## config.mk

```make
export PLATFORM = sky130hd
export DESIGN_NAME = ssbh_ctrl
export DESIGN_NICKNAME = d
export VERILOG_FILES = /design/src/hdl/assert_macros.svh /design/src/hdl/ssbh_pkg.sv /design/src/hdl/ssbh_ctrl.sv
export SDC_FILE = /design/constraint.sdc
export NUM_CORES = 1
export LEC_CHECK = 0
export ABC_CLOCK_PERIOD_IN_PS = 2600
export BUFFER_PORTS_ARGS = -buffer_cell sky130_fd_sc_hd__buf_2
export CAP_MARGIN = 20
export CORE_MARGIN = 3
export CORE_UTILIZATION = 35
export CTS_CLUSTER_DIAMETER = 50
export DETAILED_ROUTE_END_ITERATION = 8
export PLACE_DENSITY = 0.54
export SLEW_MARGIN = 5
export SYNTH_ARGS = -nofsm -noshare
export SYNTH_HDL_FRONTEND = slang
export SYNTH_SLANG_ARGS = --single-unit
```

## constraint.sdc

```tcl
create_clock -name clock -period 2.6 [get_ports clock]
set_clock_uncertainty 0.1 [all_clocks]
set_input_delay 0.26 -clock clock [delete_from_list [all_inputs] [get_ports clock]]
set_output_delay 0.26 -clock clock [all_outputs]
set_load 0.005 [all_outputs]
```

## src/hdl/assert_macros.svh

```systemverilog
// Assertion macros shared by the swept sphere collision block.
// No dependencies; included by files that carry concurrent assertions.
`ifndef ASSERT_MACROS_SVH
`define ASSERT_MACROS_SVH
`ifndef SYNTHESIS
// Same-cycle implication.
`define ASSERT_IMPLIES(label, clk, rst, ante, cons) \
   label: assert property (@(posedge clk) disable iff (rst) (ante) |-> (cons)) \
      else $error("assertion failed: same-cycle implication");
// Next-cycle implication.
`define ASSERT_NEXT(label, clk, rst, ante, cons) \
   label: assert property (@(posedge clk) disable iff (rst) (ante) |=> (cons)) \
      else $error("assertion failed: next-cycle implication");
`else
`define ASSERT_IMPLIES(label, clk, rst, ante, cons)
`define ASSERT_NEXT(label, clk, rst, ante, cons)
`endif
`endif

```

## src/hdl/ssbh_pkg.sv

```systemverilog
// Shared types, codes and constants of the swept sphere box hit block.
// No dependencies; the RTL modules and the testbench import it.
package ssbh_pkg;

   // Box store geometry.
   localparam int MAX_BOXES = 16;
   localparam int BOX_IDX_W = $clog2(MAX_BOXES);
   localparam int BOX_CNT_W = $clog2(MAX_BOXES + 1);

   // Divider geometry: numerator is a 35-bit offset scaled by 2^16.
   localparam int DIV_NUM_W = 51;
   localparam int DIV_DEN_W = 32;
   localparam int DIV_Q_W   = 19;
   localparam int T_W       = DIV_Q_W + 2;

   // Clamped quotients; any time beyond these lies far outside [0, 1].
   localparam logic signed [T_W-1:0] T_POS_SAT = T_W'(1 << DIV_Q_W);
   localparam logic signed [T_W-1:0] T_NEG_SAT = -T_W'((1 << DIV_Q_W) + 1);
   localparam logic [16:0]           T_ONE     = 17'd65536;

   localparam logic [15:0] TIME_STEP_RESET = 16'd1092;

   // Item opcodes.
   localparam logic OP_LOAD  = 1'b0;
   localparam logic OP_QUERY = 1'b1;

   // Control register indexes.
   localparam logic [1:0] CSR_TIME_STEP = 2'd0;
   localparam logic [1:0] CSR_BOX_COUNT = 2'd1;
   localparam logic [1:0] CSR_GROUND_EN = 2'd2;

   // Normal axis codes.
   localparam logic [1:0] AXIS_X = 2'd0;
   localparam logic [1:0] AXIS_Y = 2'd1;
   localparam logic [1:0] AXIS_Z = 2'd2;

   // Multiplier operand selection.
   typedef logic [1:0] mul_op_type;
   localparam mul_op_type MUL_DISP  = 2'd0;
   localparam mul_op_type MUL_SQ    = 2'd1;
   localparam mul_op_type MUL_RAD   = 2'd2;
   localparam mul_op_type MUL_ALONG = 2'd3;

   // Use of the registered product.
   typedef logic [2:0] wb_op_type;
   localparam wb_op_type WB_NONE  = 3'd0;
   localparam wb_op_type WB_DISP  = 3'd1;
   localparam wb_op_type WB_SQ    = 3'd2;
   localparam wb_op_type WB_RAD   = 3'd3;
   localparam wb_op_type WB_ALONG = 3'd4;

   // Divider operand selection.
   typedef logic [1:0] div_sel_type;
   localparam div_sel_type DIV_GND = 2'd0;
   localparam div_sel_type DIV_LO  = 2'd1;
   localparam div_sel_type DIV_HI  = 2'd2;

   typedef struct packed {
      logic               op;
      logic [3:0]         slot;
      logic signed [31:0] pos_x;
      logic signed [31:0] pos_y;
      logic signed [31:0] pos_z;
      logic signed [31:0] vel_x;
      logic signed [31:0] vel_y;
      logic signed [31:0] vel_z;
      logic [30:0]        half_x;
      logic [30:0]        half_y;
      logic [30:0]        half_z;
      logic [30:0]        radius;
   } req_type;

   typedef struct packed {
      logic               hit;
      logic [16:0]        hit_time;
      logic signed [31:0] point_x;
      logic signed [31:0] point_y;
      logic signed [31:0] point_z;
      logic [1:0]         normal_axis;
      logic               normal_negative;
   } rsp_type;

   typedef struct packed {
      logic [2:0][31:0] c;
      logic [2:0][30:0] h;
   } box_type;

   // Commands from the sequencer to the datapath.
   typedef struct packed {
      logic                 load_box;
      logic                 capture;
      logic [1:0]           axis;
      logic [BOX_IDX_W-1:0] box_idx;
      mul_op_type           mul_op;
      wb_op_type            wb_op;
      logic                 div_start;
      div_sel_type          div_sel;
      logic                 div_gnd;
      logic                 div_t1;
      logic                 div_slab;
      logic                 slab_zero;
      logic                 box_init;
      logic                 tuse_tmin;
      logic                 gnd_commit;
      logic                 box_commit;
      logic                 publish;
   } cmd_type;

   // Status from the datapath to the sequencer.
   typedef struct packed {
      logic far;
      logic ground_ok;
      logic d_zero;
      logic miss;
      logic better;
      logic div_done;
   } sts_type;

endpackage

```

## src/hdl/ssbh_ctrl.sv

```systemverilog
// Sequencer: walks a query through motion, ground and box tests.
// Depends on ssbh_pkg.
module ssbh_ctrl import ssbh_pkg::*; (
   input  logic                 clock,
   input  logic                 reset,
   input  logic                 req_valid,
   input  logic                 req_op,
   output logic                 req_ready,
   output logic                 rsp_valid,
   input  logic                 rsp_ready,
   input  logic [BOX_CNT_W-1:0] box_count,
   input  logic                 ground_en,
   output cmd_type              cmd,
   input  sts_type              sts
);

   localparam logic [4:0] S_IDLE     = 5'd0;
   localparam logic [4:0] S_DISP_M   = 5'd1;
   localparam logic [4:0] S_DISP_W   = 5'd2;
   localparam logic [4:0] S_SQ_M     = 5'd3;
   localparam logic [4:0] S_SQ_W     = 5'd4;
   localparam logic [4:0] S_RAD_M    = 5'd5;
   localparam logic [4:0] S_RAD_W    = 5'd6;
   localparam logic [4:0] S_CHK      = 5'd7;
   localparam logic [4:0] S_G_DIV    = 5'd8;
   localparam logic [4:0] S_G_WAIT   = 5'd9;
   localparam logic [4:0] S_ALONG_M  = 5'd10;
   localparam logic [4:0] S_ALONG_W  = 5'd11;
   localparam logic [4:0] S_G_COMMIT = 5'd12;
   localparam logic [4:0] S_BOX_TEST = 5'd13;
   localparam logic [4:0] S_B_READ   = 5'd14;
   localparam logic [4:0] S_B_AXIS   = 5'd15;
   localparam logic [4:0] S_B_W1     = 5'd16;
   localparam logic [4:0] S_B_W2     = 5'd17;
   localparam logic [4:0] S_B_NEXT   = 5'd18;
   localparam logic [4:0] S_B_CHECK  = 5'd19;
   localparam logic [4:0] S_B_COMMIT = 5'd20;
   localparam logic [4:0] S_B_INC    = 5'd21;
   localparam logic [4:0] S_FINISH   = 5'd22;

   localparam logic PASS_GROUND = 1'b0;
   localparam logic PASS_BOX    = 1'b1;

   logic [4:0]           state_ff, state_in;
   logic [1:0]           ax_ff, ax_in;
   logic [BOX_CNT_W-1:0] bi_ff, bi_in;
   logic                 which_ff, which_in;
   logic                 rsp_valid_ff, rsp_valid_in;
   logic [BOX_CNT_W-1:0] nb;

   // Box count saturates at the store depth.
   assign nb = (box_count > BOX_CNT_W'(MAX_BOXES)) ? BOX_CNT_W'(MAX_BOXES) : box_count;

   assign req_ready = state_ff == S_IDLE;
   assign rsp_valid = rsp_valid_ff;

   // Next state and commands.
   always_comb begin
      state_in     = state_ff;
      ax_in        = ax_ff;
      bi_in        = bi_ff;
      which_in     = which_ff;
      rsp_valid_in = rsp_valid_ff && !rsp_ready;
      cmd          = '0;
      cmd.axis     = ax_ff;
      cmd.box_idx  = bi_ff[BOX_IDX_W-1:0];
      unique case (state_ff)
         S_IDLE: begin
            if (req_valid) begin
               if (req_op == OP_LOAD) begin
                  cmd.load_box = 1'b1;
               end else begin
                  cmd.capture = 1'b1;
                  ax_in       = AXIS_X;
                  state_in    = S_DISP_M;
               end
            end
         end
         S_DISP_M: begin
            cmd.mul_op = MUL_DISP;
            state_in   = S_DISP_W;
         end
         S_DISP_W: begin
            cmd.wb_op = WB_DISP;
            if (ax_ff == AXIS_Z) begin
               ax_in    = AXIS_X;
               state_in = S_SQ_M;
            end else begin
               ax_in    = ax_ff + 2'd1;
               state_in = S_DISP_M;
            end
         end
         S_SQ_M: begin
            cmd.mul_op = MUL_SQ;
            state_in   = S_SQ_W;
         end
         S_SQ_W: begin
            cmd.wb_op = WB_SQ;
            if (ax_ff == AXIS_Z) begin
               ax_in    = AXIS_X;
               state_in = S_RAD_M;
            end else begin
               ax_in    = ax_ff + 2'd1;
               state_in = S_SQ_M;
            end
         end
         S_RAD_M: begin
            cmd.mul_op = MUL_RAD;
            state_in   = S_RAD_W;
         end
         S_RAD_W: begin
            cmd.wb_op = WB_RAD;
            state_in  = S_CHK;
         end
         S_CHK: begin
            bi_in = '0;
            if (!sts.far) begin
               state_in = S_FINISH;
            end else if (ground_en && sts.ground_ok) begin
               state_in = S_G_DIV;
            end else begin
               state_in = S_BOX_TEST;
            end
         end
         S_G_DIV: begin
            cmd.div_start = 1'b1;
            cmd.div_sel   = DIV_GND;
            state_in      = S_G_WAIT;
         end
         S_G_WAIT: begin
            if (sts.div_done) begin
               cmd.div_gnd = 1'b1;
               ax_in       = AXIS_X;
               which_in    = PASS_GROUND;
               state_in    = S_ALONG_M;
            end
         end
         S_ALONG_M: begin
            cmd.mul_op = MUL_ALONG;
            state_in   = S_ALONG_W;
         end
         S_ALONG_W: begin
            cmd.wb_op = WB_ALONG;
            if (ax_ff == AXIS_Z) begin
               state_in = (which_ff == PASS_BOX) ? S_B_COMMIT : S_G_COMMIT;
            end else begin
               ax_in    = ax_ff + 2'd1;
               state_in = S_ALONG_M;
            end
         end
         S_G_COMMIT: begin
            cmd.gnd_commit = 1'b1;
            bi_in          = '0;
            state_in       = S_BOX_TEST;
         end
         S_BOX_TEST: begin
            state_in = (bi_ff >= nb) ? S_FINISH : S_B_READ;
         end
         S_B_READ: begin
            cmd.box_init = 1'b1;
            ax_in        = AXIS_X;
            state_in     = S_B_AXIS;
         end
         S_B_AXIS: begin
            if (sts.d_zero) begin
               cmd.slab_zero = 1'b1;
               state_in      = S_B_NEXT;
            end else begin
               cmd.div_start = 1'b1;
               cmd.div_sel   = DIV_LO;
               state_in      = S_B_W1;
            end
         end
         S_B_W1: begin
            cmd.div_sel = DIV_HI;
            if (sts.div_done) begin
               cmd.div_t1    = 1'b1;
               cmd.div_start = 1'b1;
               state_in      = S_B_W2;
            end
         end
         S_B_W2: begin
            if (sts.div_done) begin
               cmd.div_slab = 1'b1;
               state_in     = S_B_NEXT;
            end
         end
         S_B_NEXT: begin
            if (sts.miss || ax_ff == AXIS_Z) begin
               state_in = S_B_CHECK;
            end else begin
               ax_in    = ax_ff + 2'd1;
               state_in = S_B_AXIS;
            end
         end
         S_B_CHECK: begin
            if (sts.better) begin
               cmd.tuse_tmin = 1'b1;
               ax_in         = AXIS_X;
               which_in      = PASS_BOX;
               state_in      = S_ALONG_M;
            end else begin
               state_in = S_B_INC;
            end
         end
         S_B_COMMIT: begin
            cmd.box_commit = 1'b1;
            state_in       = S_B_INC;
         end
         S_B_INC: begin
            bi_in    = bi_ff + 1'b1;
            state_in = S_BOX_TEST;
         end
         S_FINISH: begin
            if (!rsp_valid_ff || rsp_ready) begin
               cmd.publish  = 1'b1;
               rsp_valid_in = 1'b1;
               state_in     = S_IDLE;
            end
         end
         default: begin
            state_in = S_IDLE;
         end
      endcase
   end

   always_ff @(posedge clock) begin
      if (reset) begin
         state_ff     <= S_IDLE;
         ax_ff        <= AXIS_X;
         bi_ff        <= '0;
         which_ff     <= PASS_GROUND;
         rsp_valid_ff <= 1'b0;
      end else begin
         state_ff     <= state_in;
         ax_ff        <= ax_in;
         bi_ff        <= bi_in;
         which_ff     <= which_in;
         rsp_valid_ff <= rsp_valid_in;
      end
   end

endmodule

```

==> flow_summary_export.csv, run 1 <==
group,metric,value,unit
job,maxCapViolCount,0,
yosys,ys_warn_count,0,
finish,area_growth,17.35,%
yosys,synth.cell_area,0.001565,mm^2
clocking,post_cts_resized,0,
die,core,0.004144,mm^2
pwr,power.leakage,0.8431,nW
worst_hold_path,hold_path_class,"in -> reg",
placed_design,place_hpwl,3752,um
finish,antenna_cells,0,
timing,hold_violations,0,
clocking,htreeDepth,1,
worst_hold_path,hold_depth,2,
yosys,ys_seq_area_share,17.91,%
yosys,synthesis.instances,217,
routing,drtIter0Drc,159,
yosys,ys.flop_type,"dfxtp_1",
pwr,vdd_ir_drop_max,0.3180,mV
pwr,power_density,527.5,mW/mm^2
worst_setup_path,crit_start,"state_ff[1]",
worst_setup_path,worst-r2r-cell-count,5,
pwr,power.total,968.8,uW
die,die_y,72.88,um
clocking,holdBufCountCts,0,
finish,mostFrequentLayoutCell,"buf_2",
clocking,clockBufferDepth,2,
worst_setup_path,cp_max_fo,18,
timing,clock.fmax,447.6,MHz
worst_setup_path,worst-endpoint-required,2.24,ns
placed_design,dp_worst_setup_slack,0.4266,ns
clocking,insertion_delay,0.25,ns
timing,layout_setup_ws,0.3659,ns
timing,finalCritPeriodShare,85.93,%
yosys,synth-compound-area-share,30.62,%
worst_hold_path,min_to,"which_ff",
grt,grt_max_degree,19,
worst_setup_path,crit_path_end_kind,"output port",
grt,grt_pass1_vias,1664,
finish,nNetsFinal,279,
placed_design,numPortBuffers,43,
yosys,synth-edff-count,0,
clocking,cts_buffers,3,
worst_setup_path,reg2reg_from,"state_ff[1]",
yosys,yosys_register_bits,14,
yosys,synth_mux_area_share,0.7194,%
timing,relSlewSlack,57.10,%
timing,setup_viol,0,
die,io_pins,44,
finish,final_layout_size_suffix_gt1_share,26.98,%
grt,grt_antenna_before_repair,0,
clocking,cts.sinks,14,
timing,fin_crit,2.234,ns
die,die_w,72.88,um
worst_setup_path,crit_type,"reg -> out",
clocking,cts_root_buffer,"clkbuf_8",
yosys,synthesis.nets,243,
routing,drcViolationCount,0,
yosys,ys_types,53,
clocking,post_cts_buffers,0,
clocking,path_clk_slew,0.07,ns
placed_design,gp_congestion,0.9254,
yosys,synthArstFlopShare,0,%
outcome,status,"completed",
worst_setup_path,worst-r2r-setup-slack,0.38,ns
worst_setup_path,startpoint_type,"register",
yosys,yosys.area_share.simple,31.73,%
worst_hold_path,worstHoldStart,"reset",
grt,grt_pass1_wl,8079,um
die,fp-row-count,23,
clocking,tritoncts,"yes",
yosys,synth_xor_area_share,1.679,%
yosys,synth_top_family_by_area,"simple AND/OR/NAND/NOR gates",
routing,vias,1757,
die,initial_core_util,37.77,%
timing,rsz0062_at_grt,"false",
grt,grt_usage,19.22,%
routing,dr.pass1.iters,5,
worst_setup_path,crit_arrival,1.87,ns
yosys,synth_area_per_cell,7.213,um^2
timing,drv_slew,0,
routing,avgRoutedWirePerCell,16.26,um
worst_setup_path,r2r_end,"state_ff[0]",
yosys,synth-adder-area-share,7.194,%
routing,ant_nets,0,
die,die_area,0.005311,mm^2
timing,worstMarginPinSlew,0.6427,ns
timing,fin_tns_setup,0,ns
routing,viasPerCell,5.818,
routing,drt-total-wl,4911,um
finish,final_cell_mix,"43 x buf_2, 26 x nor2_1, 18 x nand2_1",
grt,gr-total-overflow,0,
[cells by family after synthesis]
kind of cell	after synthesis
AOI/OAI and AO/OA	66
xor gates and xnor gates	3
adders and majority gates	9
buffers and inverters	29
DFF	14
muxes	1
and+or+nand+nor	95
[report_power, final]
part / internal (mW) / switching [mW] / total, mW
registers: 0.236 / 0.0521 / 0.289
logic: 0.183 / 0.269 / 0.452
clock network: 0.135 / 0.0936 / 0.228
total: 0.554 / 0.415 / 0.969
[per-stage QoR]
stage | std cells | area [um^2] | hold slack (ns) | utilization (%)
after floorplan | 217 | 1565 | 0.3229 | -
after global placement | 298 | 1782 | 0.4066 | 43.00
after detailed placement | 298 | 1782 | 0.4189 | 43.00
after CTS | 302 | 1837 | 0.2596 | 44.32
after global routing | 302 | 1837 | 0.2941 | 44.32
final | 302 | 1837 | 0.2701 | 44.32
[critical path, cell delays in order, from the launching register on]
cell and delay (ns):
dfxtp_1 0.73, buf_4 0.27, nand2b_1 0.16, nor3_1 0.28, buf_2 0.18
[cell usage after synthesis (2+ instances only)]
cell,count,area share (%)
a211oi_1,2,0.96
a21o_1,4,1.9
a21oi_1,11,3.5
a22oi_1,2,0.96
a311oi_1,5,2.8
a31oi_1,11,4.4
and2_1,4,1.6
and3_1,6,2.4
buf_2,10,3.2
buf_4,6,2.9
buf_6,2,1.4
clkbuf_1,3,0.72
dfxtp_1,14,18
ha_1,9,7.2
inv_1,7,1.7
nand2_1,18,4.3
nand2b_1,7,2.8
nor2_1,26,6.2
nor2b_1,6,2.4
nor3_1,12,3.8
nor4_1,3,1.2
o211ai_1,8,3.8
o21ai_0,6,1.9
o21ai_1,4,1.3
xor2_1,3,1.7
[routing by layer]
layer	global-route usage, %	part of all wire [%]	vias up
li1	-	-	857
met1	28.09	46	795
met2	27.66	41	93
met3	3.306	9.6	12
met4	7.787	2.5	0
met5	0	0	-
[layout make-up]
type | instances | area [um^2]
clock buffers | 4 | 55.05
fillers | 452 | 2307
inverters | 8 | 30.03
multi-input cells | 174 | 1126
flip-flops and latches | 14 | 280.3
well taps | 50 | 62.56
repair buffers | 52 | 282.8
[sequential cells by signal, summed over array words and instances (netlist names)]
| register | cells |
|---|---|
| ax_ff | 2 |
| bi_ff | 5 |
| rsp_valid | 1 |
| state_ff | 5 |
| which_ff | 1 |
[how the worst max path moves through the flow]
stage / cells after the start / slack [ns] / to
after detailed placement: 5 / 0.43 / state_ff[0]
after CTS: 4 / 0.40 / cmd[3]
after global routing: 4 / 0.25 / cmd[3]
final: 4 / 0.37 / cmd[3]
after global placement: 5 / 0.41 / state_ff[0]
after floorplan: 8 / 0.64 / ax_ff[1]
Note: power is estimated with default switching activity, not from simulation.
==> run 2, diff against run 1 <==
--- a/config.mk
+++ b/config.mk
@@ -5,7 +5,7 @@
 export SDC_FILE = /design/constraint.sdc
 export NUM_CORES = 1
 export LEC_CHECK = 0
-export ABC_CLOCK_PERIOD_IN_PS = 2600
+export ABC_CLOCK_PERIOD_IN_PS = 2200
 export BUFFER_PORTS_ARGS = -buffer_cell sky130_fd_sc_hd__buf_2
 export CAP_MARGIN = 20
 export CORE_MARGIN = 3
==> constraint.sdc (replaced) <==
create_clock -name clock -period 2.2 [get_ports clock]
set_clock_uncertainty 0.1 [all_clocks]
set_input_delay 0.22 -clock clock [delete_from_list [all_inputs] [get_ports clock]]
set_output_delay 0.22 -clock clock [all_outputs]
set_load 0.005 [all_outputs]
==> flow_summary_export.csv, run 2 (synthesis results as in run 1) <==
group,metric,value,unit
clocking,cts_buffers,3,
pwr,power.internal,682.0,uW
routing,viasPerCell,5.600,
clocking,cts.sinks,14,
routing,highest_layer,"met4",
timing,drv_slew,0,
finish,largestRegisters,"bi_ff x5, state_ff x5, ax_ff x2",
routing,avgRoutedWirePerCell,16.19,um
pwr,clkPwrFrac,22.6,%
worst_setup_path,startpoint_type,"register",
finish,antenna_cells,0,
timing,setup_viol,0,
clocking,holdBufCountCts,0,
pwr,comb_power_share,49.0,%
job,maxCapViolCount,0,
grt,grt_usage,19.80,%
finish,fin_util,45.80,%
finish,final_cell_mix,"43 x buf_2, 26 x nor2_1, 18 x nand2_1",
finish,mostFrequentLayoutCell,"buf_2",
clocking,insertion_delay,0.25,ns
timing,rsz0062_at_grt,"false",
pwr,switching_power,488.7,uW
worst_hold_path,hold_path_class,"in -> reg",
finish,nNetsFinal,287,
clocking,htreeDepth,1,
finish,area_growth,21.26,%
timing,hold_violations,0,
placed_design,gp_congestion,0.8791,
die,fp-row-count,23,
placed_design,numPortBuffers,43,
clocking,cts_root_buffer,"clkbuf_8",
routing,ant_nets,0,
grt,grt_pass1_vias,1644,
outcome,status,"completed",
routing,drcViolationCount,0,
timing,worstMarginPinSlew,0.4667,ns
grt,grt_max_degree,19,
clocking,post_cts_resized,1,
pwr,power.share.sequential,28.4,%
timing,relSlewSlack,68.60,%
worst_setup_path,cp_max_fo,16,
finish,final_layout_size_suffix_gt1_share,29.62,%
worst_setup_path,worst-endpoint-required,1.88,ns
pwr,p_sw_share,41.74,%
grt,grt_antenna_before_repair,0,
die,die_w,72.88,um
pwr,vdd_ir_drop_max,0.3188,mV
grt,gr-total-overflow,0,
placed_design,place_hpwl,3854,um
routing,dr.pass1.iters,4,
pwr,power_density,616.7,mW/mm^2
worst_setup_path,crit_path_end_kind,"output port",
clocking,post_cts_buffers,0,
routing,wl_met3,396,um
routing,met2WireLength,2114,um
worst_setup_path,crit_arrival,1.71,ns
routing,vias,1736,
grt,grt_pass1_wl,8238,um
timing,fin_tns_setup,0,ns
pwr,power.leakage,0.8812,nW
die,io_pins,44,
worst_setup_path,crit_type,"reg -> out",
routing,m1WireLength,2406,um
timing,clock.fmax,491.6,MHz
die,die_area,0.005311,mm^2
clocking,tritoncts,"yes",
timing,fin_crit,2.034,ns
routing,drt-total-wl,5019,um
clocking,clockBufferDepth,2,
die,core,0.004144,mm^2
routing,drtIter0Drc,156,
timing,finalCritPeriodShare,92.46,%
die,die_y,72.88,um
die,initial_core_util,37.77,%
clocking,path_clk_slew,0.06,ns
## run 2: cell type report
| type | count | area (um^2) |
|---|---|---|
| inverter | 8 | 30.03 |
| fill | 448 | 2246 |
| tap | 50 | 62.56 |
| clock buffer | 4 | 55.05 |
| sequential | 14 | 281.5 |
| multi-input combinational | 174 | 1126 |
| timing repair buffer | 60 | 342.8 |
## run 2: power by group through the flow
stage	clock [mW]	sequential (mW)	combinational (mW)
floorplan	0	0.307	0.400
global placement	0	0.336	0.571
detailed placement	0	0.338	0.564
CTS	0.266	0.332	0.567
global route	0.279	0.340	0.640
finish	0.265	0.332	0.573
## run 2: per-stage QoR
step / setup WS [ns] / area [um^2] / hold slack (ns) / cells / power (mW)
2_1_floorplan: 0.2441 / 1565 / 0.2829 / 217 / 0.7064
3_5_place_dp: 0.1747 / 1842 / 0.4260 / 306 / 0.9017
3_3_place_gp: 0.1973 / 1842 / 0.4079 / 306 / 0.9072
4_1_cts: 0.1658 / 1898 / 0.2232 / 310 / 1.165
6_report: 0.1659 / 1898 / 0.2199 / 310 / 1.171
5_1_grt: 0.03084 / 1898 / 0.2423 / 310 / 1.259
## run 2: critical path: stages, from the launching register on
cell and delay, ns:
dfxtp_1 0.47, buf_4 0.26, and2b_1 0.33, a21o_1 0.16
a31o_2 0.14, buf_2 0.11
## run 2: path summary, 6_finish.rpt
| kind | startpoint | to | slack (ns) | cells after the start |
|---|---|---|---|---|
| max | state_ff[4] | cmd[11] | 0.17 | 5 |
| min | reset | bi_ff[1] | 0.22 | 2 |
| max reg2reg | ax_ff[0] | ax_ff[0] | 0.24 | 7 |
| min reg2reg | which_ff | which_ff | 0.44 | 2 |
## run 2: routing by layer
| layer | global-route usage, % | vias to the layer above |
|---|---|---|
| met4 | 7.172 | 0 |
| met5 | 0 | - |
| met3 | 3.857 | 10 |
| met2 | 28.26 | 66 |
| li1 | - | 871 |
| met1 | 29.19 | 789 |
==> run 3, diff against run 2 <==
--- a/config.mk
+++ b/config.mk
@@ -13,7 +13,8 @@
 export CTS_CLUSTER_DIAMETER = 50
 export DETAILED_ROUTE_END_ITERATION = 8
 export PLACE_DENSITY = 0.54
-export SLEW_MARGIN = 5
+export SETUP_SLACK_MARGIN = 0.2
+export SLEW_MARGIN = 40
 export SYNTH_ARGS = -nofsm -noshare
 export SYNTH_HDL_FRONTEND = slang
 export SYNTH_SLANG_ARGS = --single-unit
==> flow_summary_export.csv, run 3 (synthesis results as in run 1) <==
group,metric,value,unit
outcome,status,"completed",
routing,dr.pass1.iters,4,
pwr,power_density,618.1,mW/mm^2
worst_hold_path,hold_path_class,"in -> reg",
worst_setup_path,crit_arrival,1.97,ns
clocking,insertion_delay,0.25,ns
clocking,htreeDepth,1,
placed_design,placed_cells,306,
placed_design,placed_area,0.001842,mm^2
die,die_area,0.005311,mm^2
finish,seq_area,290.3,um^2
routing,ant_nets,0,
clocking,cts_root_buffer,"clkbuf_8",
finish,nFillCells,444,
finish,mostFrequentLayoutCell,"buf_2",
grt,gr-total-overflow,0,
worst_setup_path,crit_start,"ax_ff[0]",
finish,fin_cells,311,
placed_design,place_hpwl,3854,um
placed_design,numPortBuffers,43,
job,maxCapViolCount,0,
timing,relSlewSlack,69.34,%
grt,grt_max_degree,19,
finish,nNetsFinal,288,
finish,design_area,0.001922,mm^2
routing,avgRoutedWirePerCell,16.35,um
timing,finalCritPeriodShare,87.62,%
worst_setup_path,worst-endpoint-required,2.24,ns
routing,drtIter0Drc,135,
timing,hold_violations,0,
die,die_y,72.88,um
pwr,power.leakage,0.8896,nW
clocking,cts_buffers,3,
worst_setup_path,crit_type,"reg -> reg",
clocking,cts.sinks,14,
routing,drt-total-wl,5084,um
finish,largestRegisters,"bi_ff x5, state_ff x5, ax_ff x2",
clocking,holdBufCountCts,0,
timing,setup_viol,0,
worst_hold_path,worstHoldStart,"reset",
finish,final_layout_size_suffix_gt1_share,32.57,%
grt,grt_pass1_vias,1647,
timing,clock.fmax,518.8,MHz
die,initial_core_util,37.77,%
finish,antenna_cells,0,
die,fp-row-count,23,
worst_setup_path,reg2reg_from,"ax_ff[0]",
die,core,0.004144,mm^2
routing,viasPerCell,5.682,
finish,area_growth,22.78,%
finish,final_cell_mix,"43 x buf_2, 25 x nor2_1, 18 x nand2_1",
worst_setup_path,cp_max_fo,3,
routing,drcViolationCount,0,
timing,worstMarginPinSlew,0.4557,ns
pwr,vdd_ir_drop_max,0.3178,mV
clocking,tritoncts,"yes",
placed_design,gp_congestion,0.8791,
clocking,clockBufferDepth,2,
worst_setup_path,startpoint_type,"register",
timing,drv_slew,0,
routing,vias,1767,
die,io_pins,44,
grt,grt_pass1_wl,8259,um
timing,rsz0062_at_grt,"true",
clocking,path_clk_slew,0.07,ns
grt,grt_usage,19.86,%
finish,multi_input_area,0.001130,mm^2
grt,grt_antenna_before_repair,0,
timing,fin_tns_setup,0,ns
timing,fin_crit,1.928,ns
die,die_w,72.88,um
worst_setup_path,crit_path_end_kind,"register",
[run 3: cell types whose count changed in the layout (fill, tap and decap cells not counted), sizes merged]
cell,previous run,this run
buf,60,61
[run 3: critical path, stage by stage, from the launching register on]
cell and delay (ns):
dfxtp_2 0.34, inv_1 0.07, ha_1 0.21, or3_4 0.39, a32o_2 0.28, nand2_2 0.08
a31oi_1 0.09, a311oi_1 0.26
[run 3: stage by stage]
step                util, %  hold WS, ns  power [mW]  setup WS [ns]
CTS                   45.98       0.2232       1.168         0.2050
global placement      44.44       0.4079      0.9072         0.1973
global route          46.38       0.2399       1.276         0.1499
detailed placement    44.44       0.4260      0.9017         0.1747
finish                46.38       0.2190       1.188         0.2723
floorplan                 -       0.2829      0.7064         0.2441
[run 3: path summary, 6_finish.rpt]
path,endpoint,slack [ns],cells after the start
worst max register to register,ax_ff[0],0.27,7
worst max-delay path,ax_ff[0],0.27,7
worst min register to register,bi_ff[4],0.44,2
worst min-delay path,bi_ff[1],0.22,2
[run 3: area by class of cell]
class / count / area share, %
well taps: 50 / 3.255
repair buffers: 61 / 18.42
inverters: 8 / 1.563
flip-flops and latches: 14 / 15.10
multi-input cells: 174 / 58.79
clock buffers: 4 / 2.865
[run 3: power breakdown]
part	internal, mW	leakage (nW)	switching (mW)
Combinational	0.253	0.744	0.335
Clock	0.159	0.0288	0.105
Sequential	0.283	0.116	0.0530
Total	0.695	0.890	0.493
[run 3: repair_timing]
| action | in CTS | in global routing |
|---|---|---|
| gates resized for setup | 5 | 5 |
| setup buffers | 0 | 1 |
| pin swaps | 0 | 1 |
| endpoints found under the setup margin | 13 | 9 |
[run 3: routing by layer]
metal  wire length [um]  GRT usage (%)
met1               2469          29.11
met2               2148          28.56
met3                371          3.857
met4                 95          7.172
met5                  0              0
